==> src/hw/rtl/afac_pkg.sv <==
// shared types, constants and helpers for the attitude frame to angle command block
package afac_pkg;

    localparam int FRAME_BYTES_DEF   = 23;
    localparam int COMMAND_BYTES_DEF = 14;

    localparam int HEADER_LEN     = 3;
    localparam int ANGLE_LOW_POS  = 19;
    localparam int ANGLE_HIGH_POS = 20;

    localparam logic [7:0] HEADER_0 = 8'hA7;
    localparam logic [7:0] HEADER_1 = 8'h7A;
    localparam logic [7:0] HEADER_2 = 8'h60;

    localparam logic [7:0] CHAR_MINUS = 8'h2D;
    localparam logic [7:0] CHAR_PLUS  = 8'h2B;
    localparam logic [7:0] CHAR_ZERO  = 8'h30;

    // fixed byte slots inside the command
    localparam int SIGN_POS     = 2;
    localparam int ONES_POS     = 3;
    localparam int TENS_POS     = 4;
    localparam int HUNDREDS_POS = 5;

    // floor(x / 100) = (x * 5243) >> 19 for x up to 32768
    localparam logic [12:0] RECIP_100   = 13'd5243;
    localparam int          RECIP_100_SH = 19;
    // floor(x / 10) = (x * 205) >> 11 for x below 1024
    localparam logic [7:0]  RECIP_10    = 8'd205;
    localparam int          RECIP_10_SH = 11;

    typedef struct packed {
        logic        negative;
        logic [15:0] mag;
    } afac_desc_t;

    typedef struct packed {
        logic [7:0] data;
        logic       last;
    } afac_out_t;

    function automatic logic [7:0] header_byte(input logic [1:0] pos);
        logic [7:0] hb;
        case (pos)
            2'd0:    hb = HEADER_0;
            2'd1:    hb = HEADER_1;
            default: hb = HEADER_2;
        endcase
        return hb;
    endfunction

endpackage

==> src/hw/rtl/afac_fifo2.sv <==
// two-entry flop queue used between stages and at the result side
module afac_fifo2 #(
    parameter int WIDTH = 8
) (
    input  logic             clk,
    input  logic             rst_n,
    input  logic             wr_en,
    input  logic [WIDTH-1:0] wr_data,
    output logic             full,
    input  logic             rd_en,
    output logic [WIDTH-1:0] rd_data,
    output logic             empty
);

    logic [WIDTH-1:0] entry_reg [2];
    logic             wr_ptr_reg;
    logic             rd_ptr_reg;
    logic [1:0]       count_reg;
    logic             do_wr;
    logic             do_rd;

    assign full    = (count_reg == 2'd2);
    assign empty   = (count_reg == 2'd0);
    assign do_wr   = wr_en & ~full;
    assign do_rd   = rd_en & ~empty;
    assign rd_data = entry_reg[rd_ptr_reg];

    always_ff @(posedge clk or negedge rst_n)
    begin
        if (!rst_n)
        begin
            wr_ptr_reg <= 1'b0;
            rd_ptr_reg <= 1'b0;
            count_reg  <= 2'd0;
        end
        else
        begin
            if (do_wr)
            begin
                wr_ptr_reg <= ~wr_ptr_reg;
            end
            if (do_rd)
            begin
                rd_ptr_reg <= ~rd_ptr_reg;
            end
            if (do_wr && !do_rd)
            begin
                count_reg <= count_reg + 2'd1;
            end
            else if (do_rd && !do_wr)
            begin
                count_reg <= count_reg - 2'd1;
            end
        end
    end

    always_ff @(posedge clk)
    begin
        if (do_wr)
        begin
            entry_reg[wr_ptr_reg] <= wr_data;
        end
    end

endmodule

==> src/hw/rtl/afac_front.sv <==
// frame parser: header hunt, byte counting, angle capture, command descriptor
module afac_front #(
    parameter int FRAME_BYTES = afac_pkg::FRAME_BYTES_DEF
) (
    input  logic                 clk,
    input  logic                 rst_n,
    input  logic                 push,
    output logic                 full,
    input  logic [7:0]           rx_byte,
    output logic                 desc_push,
    output afac_pkg::afac_desc_t desc,
    input  logic                 desc_full
);
    import afac_pkg::*;

    localparam int POS_W = $clog2(FRAME_BYTES);
    localparam logic [POS_W-1:0] LAST_POS = POS_W'(FRAME_BYTES - 1);

    logic [POS_W-1:0] pos_reg;
    logic [POS_W-1:0] pos_next;
    logic [7:0]       low_reg;
    logic [7:0]       high_reg;
    logic             accept;
    logic             in_header;
    logic             header_bad;
    logic             frame_end;
    logic [7:0]       angle_hi;
    logic [15:0]      raw;

    assign full       = desc_full;
    assign accept     = push & ~desc_full;
    assign in_header  = (pos_reg < POS_W'(HEADER_LEN));
    assign header_bad = in_header && (rx_byte != header_byte(pos_reg[1:0]));
    assign frame_end  = ~header_bad && (pos_reg >= LAST_POS);

    // the high angle byte may be the last byte of a short frame
    assign angle_hi = (pos_reg == POS_W'(ANGLE_HIGH_POS)) ? rx_byte : high_reg;
    assign raw      = {angle_hi, low_reg};

    assign desc_push     = accept & frame_end;
    assign desc.negative = raw[15];
    assign desc.mag      = raw[15] ? (16'd0 - raw) : raw;

    always_comb
    begin
        if (header_bad)
        begin
            pos_next = (rx_byte == HEADER_0) ? POS_W'(1) : '0;
        end
        else if (frame_end)
        begin
            pos_next = '0;
        end
        else
        begin
            pos_next = pos_reg + POS_W'(1);
        end
    end

    always_ff @(posedge clk or negedge rst_n)
    begin
        if (!rst_n)
        begin
            pos_reg  <= '0;
            low_reg  <= 8'd0;
            high_reg <= 8'd0;
        end
        else if (accept)
        begin
            pos_reg <= pos_next;
            if (!header_bad && pos_reg == POS_W'(ANGLE_LOW_POS))
            begin
                low_reg <= rx_byte;
            end
            if (!header_bad && pos_reg == POS_W'(ANGLE_HIGH_POS))
            begin
                high_reg <= rx_byte;
            end
        end
    end

endmodule

==> src/hw/rtl/afac_back.sv <==
// command generator: degree conversion, digit split and byte sequencing
module afac_back #(
    parameter int COMMAND_BYTES = afac_pkg::COMMAND_BYTES_DEF
) (
    input  logic                 clk,
    input  logic                 rst_n,
    input  logic                 desc_valid,
    input  afac_pkg::afac_desc_t desc,
    output logic                 desc_pop,
    output logic                 out_push,
    output afac_pkg::afac_out_t  out_item,
    input  logic                 out_full
);
    import afac_pkg::*;

    localparam int IDX_W = $clog2(COMMAND_BYTES);
    localparam logic [IDX_W-1:0] LAST_IDX = IDX_W'(COMMAND_BYTES - 1);

    logic             busy_reg;
    logic [IDX_W-1:0] idx_reg;
    logic             neg_reg;
    logic [8:0]       whole_reg;
    logic [5:0]       q1_reg;
    logic [3:0]       ones_reg;
    logic [28:0]      prod_whole;
    logic [16:0]      prod_q1;
    logic [5:0]       q1;
    logic [3:0]       ones;
    logic [10:0]      prod_q2;
    logic [1:0]       q2;
    logic [3:0]       tens;
    logic             is_last;
    logic [7:0]       byte_val;

    // whole degrees = magnitude / 100
    assign prod_whole = 29'(desc.mag) * 29'(RECIP_100);

    // ones digit and whole / 10, registered every cycle from whole_reg
    assign prod_q1 = 17'(whole_reg) * 17'(RECIP_10);
    assign q1      = prod_q1[RECIP_10_SH +: 6];
    assign ones    = 4'(whole_reg - 9'(q1) * 9'd10);

    // q1 is at most 32, so q1 * 26 >> 8 gives q1 / 10 exactly
    assign prod_q2 = 11'(q1_reg) * 11'd26;
    assign q2      = prod_q2[9:8];
    assign tens    = 4'(q1_reg - 6'(q2) * 6'd10);

    assign is_last  = (idx_reg == LAST_IDX);
    assign out_push = busy_reg & ~out_full;
    assign desc_pop = desc_valid & (~busy_reg | (out_push & is_last));

    always_comb
    begin
        case (idx_reg)
            IDX_W'(SIGN_POS):     byte_val = neg_reg ? CHAR_MINUS : CHAR_PLUS;
            IDX_W'(ONES_POS):     byte_val = CHAR_ZERO + 8'(ones_reg);
            IDX_W'(TENS_POS):     byte_val = CHAR_ZERO + 8'(tens);
            IDX_W'(HUNDREDS_POS): byte_val = CHAR_ZERO + 8'(q2);
            default:              byte_val = 8'd0;
        endcase
    end

    assign out_item.data = byte_val;
    assign out_item.last = is_last;

    always_ff @(posedge clk or negedge rst_n)
    begin
        if (!rst_n)
        begin
            busy_reg <= 1'b0;
            idx_reg  <= '0;
        end
        else if (desc_pop)
        begin
            busy_reg <= 1'b1;
            idx_reg  <= '0;
        end
        else if (out_push)
        begin
            if (is_last)
            begin
                busy_reg <= 1'b0;
            end
            else
            begin
                idx_reg <= idx_reg + IDX_W'(1);
            end
        end
    end

    always_ff @(posedge clk)
    begin
        if (desc_pop)
        begin
            neg_reg   <= desc.negative;
            whole_reg <= prod_whole[RECIP_100_SH +: 9];
        end
        q1_reg   <= q1;
        ones_reg <= ones;
    end

endmodule

==> src/hw/rtl/attitude_frame_to_angle_command_core.sv <==
// top level of the attitude frame to angle command block
// Takes one sensor byte per cycle on push/full and counts bytes into frames
// that start with A7 7A 60; a bad header byte restarts the hunt. After the last
// byte of a valid frame the angle from bytes 19 and 20 becomes a command
// descriptor in a two-deep queue, and the command generator turns it into
// COMMAND_BYTES bytes (sign and three ascii digits of whole degrees) that leave
// one per cycle, while pop is held high, through a two-entry result queue on
// empty/pop. Input runs at one byte per cycle as long as fewer than two commands
// are waiting; the first command byte passes through the descriptor queue, the
// command generator and the result queue in that order.
module attitude_frame_to_angle_command_core #(
    parameter int FRAME_BYTES   = afac_pkg::FRAME_BYTES_DEF,
    parameter int COMMAND_BYTES = afac_pkg::COMMAND_BYTES_DEF
) (
    input  logic       clk,
    input  logic       rst_n,
    input  logic       push,
    output logic       full,
    input  logic [7:0] rx_byte,
    output logic       empty,
    input  logic       pop,
    output logic [7:0] tx_byte,
    output logic       last_byte
);
    import afac_pkg::*;

    logic       desc_push;
    logic       desc_full;
    logic       desc_empty;
    logic       desc_pop;
    afac_desc_t desc_in;
    afac_desc_t desc_out;
    logic       out_push;
    logic       out_full;
    afac_out_t  out_in;
    afac_out_t  out_head;

    afac_front #(
        .FRAME_BYTES (FRAME_BYTES)
    ) u_front (
        .clk       (clk),
        .rst_n     (rst_n),
        .push      (push),
        .full      (full),
        .rx_byte   (rx_byte),
        .desc_push (desc_push),
        .desc      (desc_in),
        .desc_full (desc_full)
    );

    afac_fifo2 #(
        .WIDTH ($bits(afac_desc_t))
    ) u_desc_q (
        .clk     (clk),
        .rst_n   (rst_n),
        .wr_en   (desc_push),
        .wr_data (desc_in),
        .full    (desc_full),
        .rd_en   (desc_pop),
        .rd_data (desc_out),
        .empty   (desc_empty)
    );

    afac_back #(
        .COMMAND_BYTES (COMMAND_BYTES)
    ) u_back (
        .clk        (clk),
        .rst_n      (rst_n),
        .desc_valid (~desc_empty),
        .desc       (desc_out),
        .desc_pop   (desc_pop),
        .out_push   (out_push),
        .out_item   (out_in),
        .out_full   (out_full)
    );

    afac_fifo2 #(
        .WIDTH ($bits(afac_out_t))
    ) u_out_q (
        .clk     (clk),
        .rst_n   (rst_n),
        .wr_en   (out_push),
        .wr_data (out_in),
        .full    (out_full),
        .rd_en   (pop),
        .rd_data (out_head),
        .empty   (empty)
    );

    assign tx_byte   = out_head.data;
    assign last_byte = out_head.last;

endmodule
==> config.mk <==
export PLATFORM = sky130hd
export DESIGN_NAME = attitude_frame_to_angle_command_core
export DESIGN_NICKNAME = d
export VERILOG_FILES = /design/src/hw/rtl/afac_pkg.sv /design/src/hw/rtl/afac_fifo2.sv /design/src/hw/rtl/afac_front.sv /design/src/hw/rtl/afac_back.sv /design/src/hw/rtl/attitude_frame_to_angle_command_core.sv
export SDC_FILE = /design/constraint.sdc
export NUM_CORES = 1
export LEC_CHECK = 0
export BUFFER_PORTS_ARGS = -buffer_cell sky130_fd_sc_hd__buf_2
export CAP_MARGIN = 5
export CORE_MARGIN = 2
export CORE_UTILIZATION = 50
export DETAILED_ROUTE_END_ITERATION = 6
export MAX_ROUTING_LAYER = met4
export PLACE_DENSITY = 0.69
export SLEW_MARGIN = 15
export SYNTH_ARGS = -nofsm -noshare
export SYNTH_HDL_FRONTEND = slang
export SYNTH_HIERARCHICAL = 1
export SYNTH_SLANG_ARGS = --single-unit
==> constraint.sdc <==
create_clock -name clk -period 15.12 [get_ports clk]
set_input_delay 1.512 -clock clk [delete_from_list [all_inputs] [get_ports clk]]
set_output_delay 1.512 -clock clk [all_outputs]
set_load 0.02 [all_outputs]
* Word-level counts from Yosys, hierarchy flattened
Memory sizes are Yosys's and may differ from the RTL's.
Cells that the tools add are included.
** Cells by class
- Add/subtract/negate cells :: 12
- $mul :: 5
- $lt $le $gt $ge :: 2
- Eq/ne operators :: 13
- Mux-type cells :: 22
- Bitwise operators :: 20
- Reduce and logical (&&, ||, !) cells :: 24
** Operators by type and width (count)
- 8-bit case mux with 4 select lines :: 1
- 16-bit by 13-bit multiplier with 28-bit output, second input constant :: 1
- 9-bit by 8-bit multiplier with 17-bit output, second input constant :: 1
- 16-bit two-way mux :: 1
- 8-bit case mux with 2 select lines :: 1
- 1-bit by 16-bit subtractor with 16-bit output, first input constant :: 1
- 6-bit by 4-bit adder with 7-bit output, first input constant :: 2
- 4-bit two-way mux :: 3
- 5-bit == test, second input constant :: 2
- 5-bit two-way mux :: 2
- 1-bit NOT :: 10
- 1-bit AND :: 9
- 6-bit by 4-bit multiplier with 9-bit output, second input constant :: 1
- 4-bit by 2-bit == test with 1-bit output, second input constant :: 2
- 4-bit by 3-bit == test with 1-bit output, second input constant :: 2
- 8-bit == test, second input constant :: 1
- 1-bit logical AND :: 8
- 1-bit two-way mux :: 8
- 2-bit two-way mux :: 4
- 8-bit two-way mux :: 1
- 8-bit != test :: 1
- 2-bit AND reduction :: 4
- 2-bit nonzero test :: 4
- 4-bit subtractor :: 2
- other kinds (17) :: 26
** Word-level totals
- Register bits :: 54
- RAM bits :: 52
- Bits of input ports :: 12
- Output and inout bits :: 11
- Word-level logic and storage cells :: 115
- Memories :: 2
** Memories
- u_desc_q.entry_reg :: depth 2, width 17, rd ports 1, clocked after Yosys merged registers in 0, wr ports 1, RTL line afac_fifo2.sv:15 : logic [WIDTH-1:0] entry_reg [2];
- u_out_q.entry_reg :: depth 2, width 9, rd ports 1, clocked after Yosys merged registers in 0, wr ports 1, RTL line afac_fifo2.sv:15

* Logic depth before layout (Yosys ltp)
Gate-level depths: netlist of run 1.
- Depth in word-level cells :: 12
- Mapped depth :: 19
- Gate-level depth less buffers :: 19

* Modules after synthesis
The synthesis of run 1 kept the hierarchy.
** By module, submodules not included
- afac_back :: times used 1, cells an instance 635, area each 6351.1 µm², seq. area each 625.6 µm²
- afac_front :: times used 1, cells an instance 159, area each 1581.5 µm², seq. area each 525.5 µm²
- afac_fifo2 (u_desc_q) :: times used 1, cells an instance 72, area each 1473.9 µm², seq. area each 1121.1 µm²
- afac_fifo2 (u_out_q) :: times used 1, cells an instance 47, area each 853.3 µm², seq. area each 640.6 µm²
- attitude_frame_to_angle_command_core :: times used 1, cells an instance 1, area each 3.8 µm², seq. area each 0.0 µm²

* Least setup slack after synthesis of run 1
OpenSTA, ideal clock, no wires.
- Kind :: flip-flop to flip-flop
- Start point :: register u_desc_q.rd_ptr_reg
- End point :: register u_back.whole_reg[8], data pin
- Library setup time :: 258 ps
- Arrival time :: 4779 ps
- Required time :: 14862 ps
- Path slack :: 10083 ps
- Stages on the path, launching flop included :: 20
- Buffers on the path :: 2
- Clock period less this slack :: 5037 ps
- Cell sequence :: dfrtp_1 -> buf_6 -> buf_12 -> mux2_4 -> fa_1 -> ha_1 -> inv_1 -> fa_1 -> inv_1 -> fa_1 -> inv_1 -> fa_1 -> inv_1 -> ha_1 -> nand4_1 -> nor3_2 -> a211oi_1 -> a211o_1 -> and3b_1 -> xnor2_1
** RTL lines
- start, declared :: RTL line afac_fifo2.sv:17 : logic rd_ptr_reg;
- start signal, assigned :: RTL line afac_fifo2.sv:44 : rd_ptr_reg <= ~rd_ptr_reg;
- end signal, assigned :: RTL line afac_back.sv:96 : whole_reg <= prod_whole[RECIP_100_SH +: 9];
- end, declared :: RTL line afac_back.sv:22 : logic [8:0] whole_reg;

==> key figures, run 1 <==
Critical path
  • Startpoint types: flop
  • Top delay family on crit path: adder cells
  • Crit path kind: flop to flop
  • Maximum fanout along the worst path: 18
  • Cells along the critical path: mux2_2 -> ha_1 -> fa_1 -> fa_1 -> fa_1 -> inv_1 -> fa_1 -> inv_1 -> ha_1 -> a21oi_1 -> a21boi_1 -> o311ai_4 -> nand4_2 -> a2111oi_0 -> nand4b_1
  • Critical Path AT: 6.02 ns
  • Most used cell, CP: fa_1
  • Setup crit end kind: flop
  • Slowest CP cell: dfrtp_1
  • Worst path max stage delay: 0.92 ns
  • Critical Path RT: 15.33 ns
  • Worst setup path start: u_desc_q/rd_ptr_reg$_DFFE_PN0P_
  • Reg2Reg Launch Point: u_desc_q/rd_ptr_reg$_DFFE_PN0P_
  • Critical path buffers and inverters: 2

Timing
  • Crit path time final: 5.806 ns
  • Tightest Pin Transition: 0.8729 ns
  • Peak Freq: 172.2 MHz
  • Clock skew: 0.01150 ns
  • Tcrit/Tclk final: 38.40%
  • Final setup violation count: 0
  • Final hold violations: 0
  • Final Slew Violations: 0
  • Slew headroom: 41.80%
  • RSZ-0062 raised after global routing: false
  • TNS Setup: 0 ns

Cells and area
  • Commonest non-fill, non-tap cell in the layout: inv_1
  • Layout cells sized above 1: 10.36%
  • Final cell count without fillers: 1,206
  • Largest register FFs: 34
  • Commonest non-fill, non-tap cells in the layout: inv_1, ha_1, fa_1
  • Fillers: 1,806
  • Nets: 1,208
  • Area added between synthesis and finish: 5.912%
  • N_diodes: 0

Drt
  • WL per Instance: 14.74 um
  • ANT nets after route: 0
  • Iteration-0 DRC Markers: 175
  • Via Count: 6,208
  • # DRC: 0
  • WL final: 17,780 um
  • Mean number of vias per cell: 5.148
  • Drt first pass iters: 4

Placed design
  • HPWL Detailed: 15,090 um
  • Gpl congestion: 0.9181
  • Dpl cells: 1,190
  • IO Port Bufs: 22

Die
  • Area of the die: 0.02169 mm^2
  • DIE HEIGHT: 147.3 um
  • Initial Utilization: 50.89%
  • Num rows: 52
  • Core ar.: 0.02017 mm^2
  • Die X: 147.3 um
  • IO Count: 23

Clock tree
  • TritonCTS Sinks: 106
  • Cts-stage hold buffer count: 0
  • Worst-skew pair later-pin latency: 0.36 ns
  • CTS tree: built
  • Root Buffer: clkbuf_16
  • # H-tree levels: 3
  • Setup bufs post-CTS: 0
  • Max Buffers Root-to-Sink: 2
  • Post-cts resize count: 0
  • Clk slew on worst S/H paths: 0.07 ns
  • Total CTS buffers: 9

Synthesis
  • Post-Synthesis Cells: 914
  • Number of synthesized flops with an enable pin: 62
  • Ys Warns: 6
  • Ys flop type: edfxtp_1
  • Fraction of registers with async set/reset: 32.08%
  • Sequential cell area fraction in the yosys report: 28.38%
  • Flops & latches, synth: 106
  • Netlist cell types: 76
  • Synthesized area per cell: 11.23 um^2
  • Cell Area, Synth: 0.01026 mm^2

GRT
  • GR met2 Demand/Resource: 30.98%
  • Busiest grt layer: met2
  • Vias in the first global route: 6,497
  • Initial antenna violation count: 0
  • Largest net degree at the start of global routing: 35
  • Remaining global-route overflow: 0
  • First-pass GRT wire length: 30,980 um
  • Grt met1 use: 23.05%
  • All-Layer GR Usage: 18.33%
  • GR Util met3: 3.106%

Run status
  • Status: completed

Worst hold path
  • HP Class: flop to flop
  • Min-delay src: u_desc_q/wr_ptr_reg$_DFFE_PN0P_

Flow run
  • Max cap viols: 0
worst paths after layout:
path | slack [ns] | endpoint | cells past startpoint
max in group asynchronous | 13.42 | u_back/idx_reg[3]$_DFFE_PN0P_ | 1
max | 9.31 | u_back/whole_reg[6]$_DFFE_PP_ | 15
min | 0.50 | u_desc_q/wr_ptr_reg$_DFFE_PN0P_ | 1
min in group asynchronous | 1.21 | u_front/pos_reg[1]$_DFFE_PN0P_ | 1
max reg2reg | 9.31 | u_back/whole_reg[6]$_DFFE_PP_ | 15
min reg2reg | 0.50 | u_desc_q/wr_ptr_reg$_DFFE_PN0P_ | 1
cell usage after synthesis (all sizes together) (5+ instances only):
cell type	count	area, um^2
nand2b	7	43.79
clkbuf	5	20.01
nand2	31	118.9
fa	92	1842
xnor2	30	270.3
mux2i	8	92.59
mux2	43	518.0
nor2	34	130.1
a21o	6	45.04
inv	189	709.4
nand3	8	45.04
ha	173	2165
xor2	20	175.2
nor3	12	70.07
dfrtp	34	850.8
o21ai	26	141.4
edfxtp	62	1862
nor2b	7	43.79
buf	13	117.6
o31ai	6	72.57
nand4	11	75.07
a21oi	29	152.7
dfxtp	10	200.2
kinds of logic (layout without fill, tap and decap cells):
family	after synthesis	after routing	share of synthesized area [%]
AND/OR/NAND/NOR	129	129	6.620
buffers and inverters	207	228	8.253
adder cells (fa/ha/maj)	265	265	39.03
XOR/XNOR	50	50	4.340
other	1	2	0.03654
multiplexers	51	51	5.949
AO/OA/AOI/OAI	105	105	7.388
flip-flops	106	106	28.38
layout make-up:
cell class / count / area [um^2] / area share (%)
well taps: 270 / 337.8 / 3.108
clock buffers: 10 / 229.0 / 2.106
multi-input cells: 602 / 6507 / 59.86
inverters: 189 / 709.4 / 6.526
repair buffers: 23 / 117.6 / 1.082
clock inverters: 6 / 56.30 / 0.5180
flip-flops and latches: 106 / 2913 / 26.80
stage by stage:
stage          setup WS (ns)  area [um^2]  hold slack (ns)  utilization (%)
2_1_floorplan          10.08        10270           0.4019                -
3_3_place_gp           9.452        10590           0.4861            52.48
3_5_place_dp           9.324        10590           0.4877            52.48
4_1_cts                9.290        10870           0.5022            53.90
5_1_grt                8.987        10870           0.5340            53.90
6_report               9.314        10870           0.4983            53.90
worst register-to-register path, stage by stage (launching register included):
cell and delay (ns):
dfrtp_1 0.92, mux2_2 0.54, ha_1 0.36, fa_1 0.56, fa_1 0.44, fa_1 0.49, inv_1 0.05, fa_1 0.53
inv_1 0.04, ha_1 0.31, a21oi_1 0.15, a21boi_1 0.11, o311ai_4 0.38, nand4_2 0.20, a2111oi_0 0.41, nand4b_1 0.16
per-layer routing:
metal  part of all wire [%]  vias up  wire length, um
met4                    1.3        0              238
met2                     51       65             8995
li1                       -     3094                -
met3                    2.3       21              417
met1                     46     3028             8128
met5                      0        -                0
Power of run 1 is not shown: default switching activity piles up to over one toggle a cycle in this logic, so the estimate is an artifact.
==> inputs of run 2 (changes only) <==
Settings changed: ABC_AREA from default to 1, PLACE_DENSITY 0.69 to 0.71.
Clock period 15.12 ns to 4.8 ns, I/O delays scaled along.
==> key figures, run 2 <==
Run status
  • Status: completed

Die
  • IO Count: 23
  • Area of the die: 0.02353 mm^2
  • Num rows: 54
  • DIE HEIGHT: 153.4 um
  • Die X: 153.4 um
  • Initial Utilization: 50.98%
  • Core ar.: 0.02189 mm^2

Cells and area
  • Final Core Density: 58.92%
  • N_diodes: 0
  • Commonest non-fill, non-tap cell in the layout: nand2_1
  • Largest register FFs: 34
  • Area added between synthesis and finish: 15.56%
  • Commonest non-fill, non-tap cells in the layout: nand2_1, inv_1, ha_1
  • Layout cells sized above 1: 19.15%
  • Seq. cell area: 0.002914 mm^2
  • Multi-input logic area: 0.007576 mm^2
  • Fillers: 1,853
  • Final cell count without fillers: 1,674
  • Nets: 1,666

Synthesis
  • Sequential cell area fraction in the yosys report: 26.10%
  • Yosys top cell area share: 19.39%
  • Cell Area, Synth: 0.01116 mm^2
  • Yosys top cell by area: ha_1
  • Ys flop type: edfxtp_1
  • Flops & latches, synth: 106
  • Top cells by area, synth: ha_1, edfxtp_1, fa_1
  • Fraction of registers with async set/reset: 32.08%
  • Netlist cell types: 49
  • Synthesized area per cell: 8.552 um^2
  • Commonest cells post-synth: nand2_1, inv_1, ha_1, fa_1, edfxtp_1
  • Ys Warns: 6
  • Number of synthesized flops with an enable pin: 62
  • Post-Synthesis Cells: 1,305
  • Count leader, synth: nand2_1

Drt
  • ANT nets after route: 0
  • # DRC: 0
  • Via Count: 8,539
  • Mean number of vias per cell: 5.101
  • Drt first pass iters: 5
  • Iteration-0 DRC Markers: 513
  • WL per Instance: 14.32 um
  • WL final: 23,980 um

GRT
  • First-pass GRT wire length: 38,400 um
  • All-Layer GR Usage: 20.37%
  • Vias in the first global route: 8,466
  • Largest net degree at the start of global routing: 35
  • Initial antenna violation count: 0
  • Remaining global-route overflow: 0

Clock tree
  • Total CTS buffers: 9
  • # H-tree levels: 3
  • Clk slew on worst S/H paths: 0.08 ns
  • Cts-stage hold buffer count: 0
  • CTS tree: built
  • Root Buffer: clkbuf_16
  • Max Buffers Root-to-Sink: 2
  • Worst-skew pair later-pin latency: 0.36 ns
  • TritonCTS Sinks: 106

Critical path
  • Maximum fanout along the worst path: 5
  • Setup crit end kind: flop
  • Startpoint types: flop
  • Critical Path RT: 4.91 ns
  • Cells along the critical path: clkbuf_16 -> nand2_1 -> nand2_4 -> fa_1 -> ha_1 -> inv_1 -> fa_1 -> fa_1 -> fa_1 -> inv_1 -> ha_4 -> nand4_1 -> nor4_2 -> o21ai_1 -> buf_4 -> nand4_1 -> nand2_1
  • Most used cell, CP: fa_1
  • Slowest CP cell: fa_1
  • Crit path kind: flop to flop
  • Worst path max stage delay: 0.56 ns
  • Worst Reg2Reg Path Length in Cells: 17
  • Critical Path AT: 4.82 ns

Timing
  • Peak Freq: 212.3 MHz
  • Hold slack: 0.1839 ns
  • RSZ-0062 raised after global routing: true
  • Final setup violation count: 0
  • Crit path time final: 4.710 ns
  • Worst Slack Setup Final: 0.09012 ns
  • Slew headroom: 46.97%
  • Clock skew: 0.01087 ns
  • Final Slew Violations: 0
  • Final hold violations: 0
  • Tcrit/Tclk final: 98.12%
  • Tightest Pin Transition: 0.7946 ns

Placed design
  • Dpl ws: -0.1901 ns
  • HPWL Detailed: 18,870 um
  • Dpl cells: 1,634
  • Gpl congestion: 0.9316
  • IO Port Bufs: 22

Flow run
  • Max cap viols: 0

Worst hold path
  • HP Class: input port to async pin
[run 2: changes by cell type after synthesis, moves of 8 or more]
cell / before / now
mux2_4: 9 / 0
xnor2_1: 29 / 8
nand2_2: 1 / 13
nor2_1: 33 / 55
nand2_1: 30 / 309
nor2_2: 1 / 9
inv_2: 1 / 11
nand3_1: 7 / 52
inv_1: 188 / 287
mux2_2: 29 / 0
nand4_1: 10 / 18
a21oi_1: 27 / 37
o21ai_0: 17 / 30
[run 2: what timing repair did]
item	in CTS	in global routing
endpoints found under the setup margin	9	10
pin swaps	2	66
endpoints found under the hold margin	0	0
gates cloned	0	2
setup buffers	2	20
resized for setup	9	127
[run 2: final timing paths]
| kind | start | end | slack, ns |
|---|---|---|---|
| worst max-delay path | u_desc_q/rd_ptr_reg$_DFFE_PN0P_ | u_back/whole_reg[7]$_DFFE_PP_ | 0.09 |
| worst min-delay path | rst_n | u_front/high_reg[5]$_DFFE_PN0P_ | 0.18 |
| worst max register to register | u_desc_q/rd_ptr_reg$_DFFE_PN0P_ | u_back/whole_reg[7]$_DFFE_PP_ | 0.09 |
| worst min register to register | u_front/low_reg[1]$_DFFE_PN0P_ | u_front/low_reg[1]$_DFFE_PN0P_ | 0.49 |
| max in group asynchronous | rst_n | u_desc_q/rd_ptr_reg$_DFFE_PN0P_ | 4.06 |
| min in group clk | pop | u_out_q/rd_ptr_reg$_DFFE_PN0P_ | 0.36 |
[run 2: per-layer routing]
layer	global-route usage [%]	vias up	routed length, um
met4	4.238	0	432
met5	-	-	0
li1	-	4259	-
met3	2.608	38	564
met1	24.63	4131	10460
met2	36.61	111	12520
[run 2: cell families (layout without fill, tap and decap cells)]
family                   count (synthesis)  in the layout  synth area share [%]
AND/OR/NAND/NOR                        491            491                 19.43
buffers and inverters                  314            402                 11.13
adder cells (fa/ha/maj)                265            265                 35.90
flip-flops                             106            106                 26.10
AO/OA/AOI/OAI                          105            105                 5.606
XOR/XNOR                                23             23                 1.805
other                                    1              2               0.03360
[run 2: area by class of cell]
| type | count | area share, % |
|---|---|---|
| Sequential cell | 106 | 22.59 |
| Multi-Input combinational cell | 886 | 58.74 |
| Inverter | 301 | 8.818 |
| Clock buffer | 10 | 1.775 |
| Tap cell | 280 | 2.716 |
| Timing Repair inverter | 1 | 0.04851 |
| Timing Repair Buffer | 84 | 4.909 |
| Clock inverter | 6 | 0.3977 |
[run 2: critical path, delay by kind of cell, from the launching register on]
| family | cells | cell delay [ns] |
|---|---|---|
| flops | 1 | 0.49 |
| fa+ha+maj | 6 | 2.54 |
| buf+inv | 4 | 0.46 |
| simple gates | 6 | 0.81 |
| compound gates | 1 | 0.15 |
[run 2: metrics by stage]
stage,setup TNS [ns],instance area (um^2)
2_1_floorplan,0,11160
3_3_place_gp,-0.5742,11820
3_5_place_dp,-1.193,11820
4_1_cts,0,12160
5_1_grt,-0.5356,12900
6_report,0,12900
Power of run 2 is left out for the same reason.
==> inputs of run 3 (changes only) <==
Clock period 4.8 ns to 4 ns, I/O delays scaled along.
==> key figures, run 3 (synthesis gave the netlist of run 2 again) <==
Clock tree
  • CTS tree: built
  • # H-tree levels: 3
  • Root Buffer: clkbuf_16
  • Worst-skew pair later-pin latency: 0.35 ns
  • Clk slew on worst S/H paths: 0.07 ns
  • Max Buffers Root-to-Sink: 2
  • Total CTS buffers: 9
  • TritonCTS Sinks: 106
  • Cts-stage hold buffer count: 0

GRT
  • Initial antenna violation count: 0
  • First-pass GRT wire length: 41,430 um
  • Vias in the first global route: 9,052
  • Remaining global-route overflow: 0
  • Largest net degree at the start of global routing: 35
  • All-Layer GR Usage: 22.13%

Timing
  • Clock skew: 0.01212 ns
  • Crit path time final: 4.611 ns
  • Final hold violations: 0
  • Final setup violation count: 11
  • Peak Freq: 216.9 MHz
  • Tcrit/Tclk final: 115.3%
  • Slew headroom: 47.43%
  • Tightest Pin Transition: 0.7857 ns
  • Final Slew Violations: 0
  • RSZ-0062 raised after global routing: true
  • Worst Slack Setup Final: -0.6109 ns
  • TNS Setup: -5.433 ns

Die
  • Die X: 153.4 um
  • Core ar.: 0.02189 mm^2
  • Area of the die: 0.02353 mm^2
  • DIE HEIGHT: 153.4 um
  • Initial Utilization: 50.98%
  • IO Count: 23
  • Num rows: 54

Worst hold path
  • HP Class: input port to async pin

Critical path
  • Critical Path AT: 4.72 ns
  • Worst Reg2Reg Path Length in Cells: 23
  • Setup crit end kind: flop
  • Maximum fanout along the worst path: 8
  • Startpoint types: flop
  • Crit path kind: flop to flop
  • Critical Path RT: 4.11 ns

Drt
  • WL final: 24,580 um
  • ANT nets after route: 0
  • Drt first pass iters: 5
  • WL per Instance: 14.17 um
  • Via Count: 8,760
  • # DRC: 0
  • Iteration-0 DRC Markers: 410
  • Mean number of vias per cell: 5.052

Placed design
  • Placed Area: 0.01276 mm^2
  • IO Port Bufs: 22
  • Dpl cells: 1,697
  • HPWL Detailed: 20,090 um
  • Gpl congestion: 0.9118

Run status
  • Status: complete, but fails checks
  • Violated checks: negative setup slack

Cells and area
  • Commonest non-fill, non-tap cells in the layout: inv_1, nand2_1, ha_1
  • Largest register FFs: 34
  • Commonest non-fill, non-tap cell in the layout: inv_1
  • Final cell count without fillers: 1,734
  • Nets: 1,726
  • Area added between synthesis and finish: 23.19%
  • N_diodes: 0
  • Final instance area: 0.01375 mm^2
  • Layout cells sized above 1: 25.17%

Flow run
  • Max cap viols: 0
run 3: worst paths after layout:
| check | startpoint | endpoint | slack, ns |
|---|---|---|---|
| max | u_desc_q/rd_ptr_reg$_DFFE_PN0P_ | u_back/whole_reg[8]$_DFFE_PP_ | -0.61 |
| min | rst_n | u_out_q/rd_ptr_reg$_DFFE_PN0P_ | 0.13 |
| max reg2reg | u_desc_q/rd_ptr_reg$_DFFE_PN0P_ | u_back/whole_reg[8]$_DFFE_PP_ | -0.61 |
| min reg2reg | u_out_q/wr_ptr_reg$_DFFE_PN0P_ | u_out_q/wr_ptr_reg$_DFFE_PN0P_ | 0.48 |
| max in group asynchronous | rst_n | u_desc_q/rd_ptr_reg$_DFFE_PN0P_ | 3.31 |
| min in group clk | pop | u_out_q/rd_ptr_reg$_DFFE_PN0P_ | 0.28 |
run 3: layout make-up:
class / count / area [um^2]
Fill cell: 1764 / 8142
Clock inverter: 7 / 122.6
Multi-Input combinational cell: 886 / 7876
Clock buffer: 9 / 225.2
Tap cell: 280 / 350.3
Inverter: 301 / 1147
Timing Repair Buffer: 145 / 1114
Sequential cell: 106 / 2914
run 3: worst max-delay path, cell delays in order, from the launching register on:
cell	delay [ns]
dfrtp_2	0.44
buf_12	0.15
inv_8	0.08
buf_12	0.12
nand2_4	0.06
nand2_8	0.09
buf_4	0.13
ha_4	0.20
fa_1	0.56
fa_1	0.45
fa_1	0.51
inv_1	0.05
fa_1	0.49
inv_2	0.05
ha_4	0.29
nand2_1	0.07
nand2_1	0.09
nand2_1	0.05
nand2_1	0.09
inv_2	0.05
nor2_2	0.14
o21ai_2	0.07
nand4_1	0.10
nand2_1	0.05
run 3: per-stage QoR:
| step | util (%) | hold slack, ns | setup slack, ns |
|---|---|---|---|
| after floorplan | - | 0.1044 | -0.3162 |
| after global placement | 58.30 | 0.4628 | -0.6353 |
| after detailed placement | 58.30 | 0.4716 | -0.7609 |
| after CTS | 61.72 | 0.1515 | -0.5725 |
| after global routing | 62.81 | 0.1863 | -0.7767 |
| final | 62.81 | 0.1273 | -0.6109 |
run 3: what timing repair did:
| action | in CTS | in global routing |
|---|---|---|
| setup endpoints to repair | 11 | 12 |
| gates resized for setup | 57 | 46 |
| pin swaps | 42 | 52 |
| gates cloned | 1 | 0 |
| buffers inserted | 11 | 9 |
run 3: metal layers:
layer | GRT usage, % | wire length [um] | part of all wire (%) | vias to the layer above
li1 | - | - | - | 4383
met1 | 26.96 | 10770 | 44 | 4202
met2 | 38.90 | 12590 | 51 | 142
met3 | 2.722 | 668 | 2.7 | 33
met4 | 6.116 | 546 | 2.2 | 0
met5 | - | 0 | 0 | -
Power of run 3 is left out for the same reason.
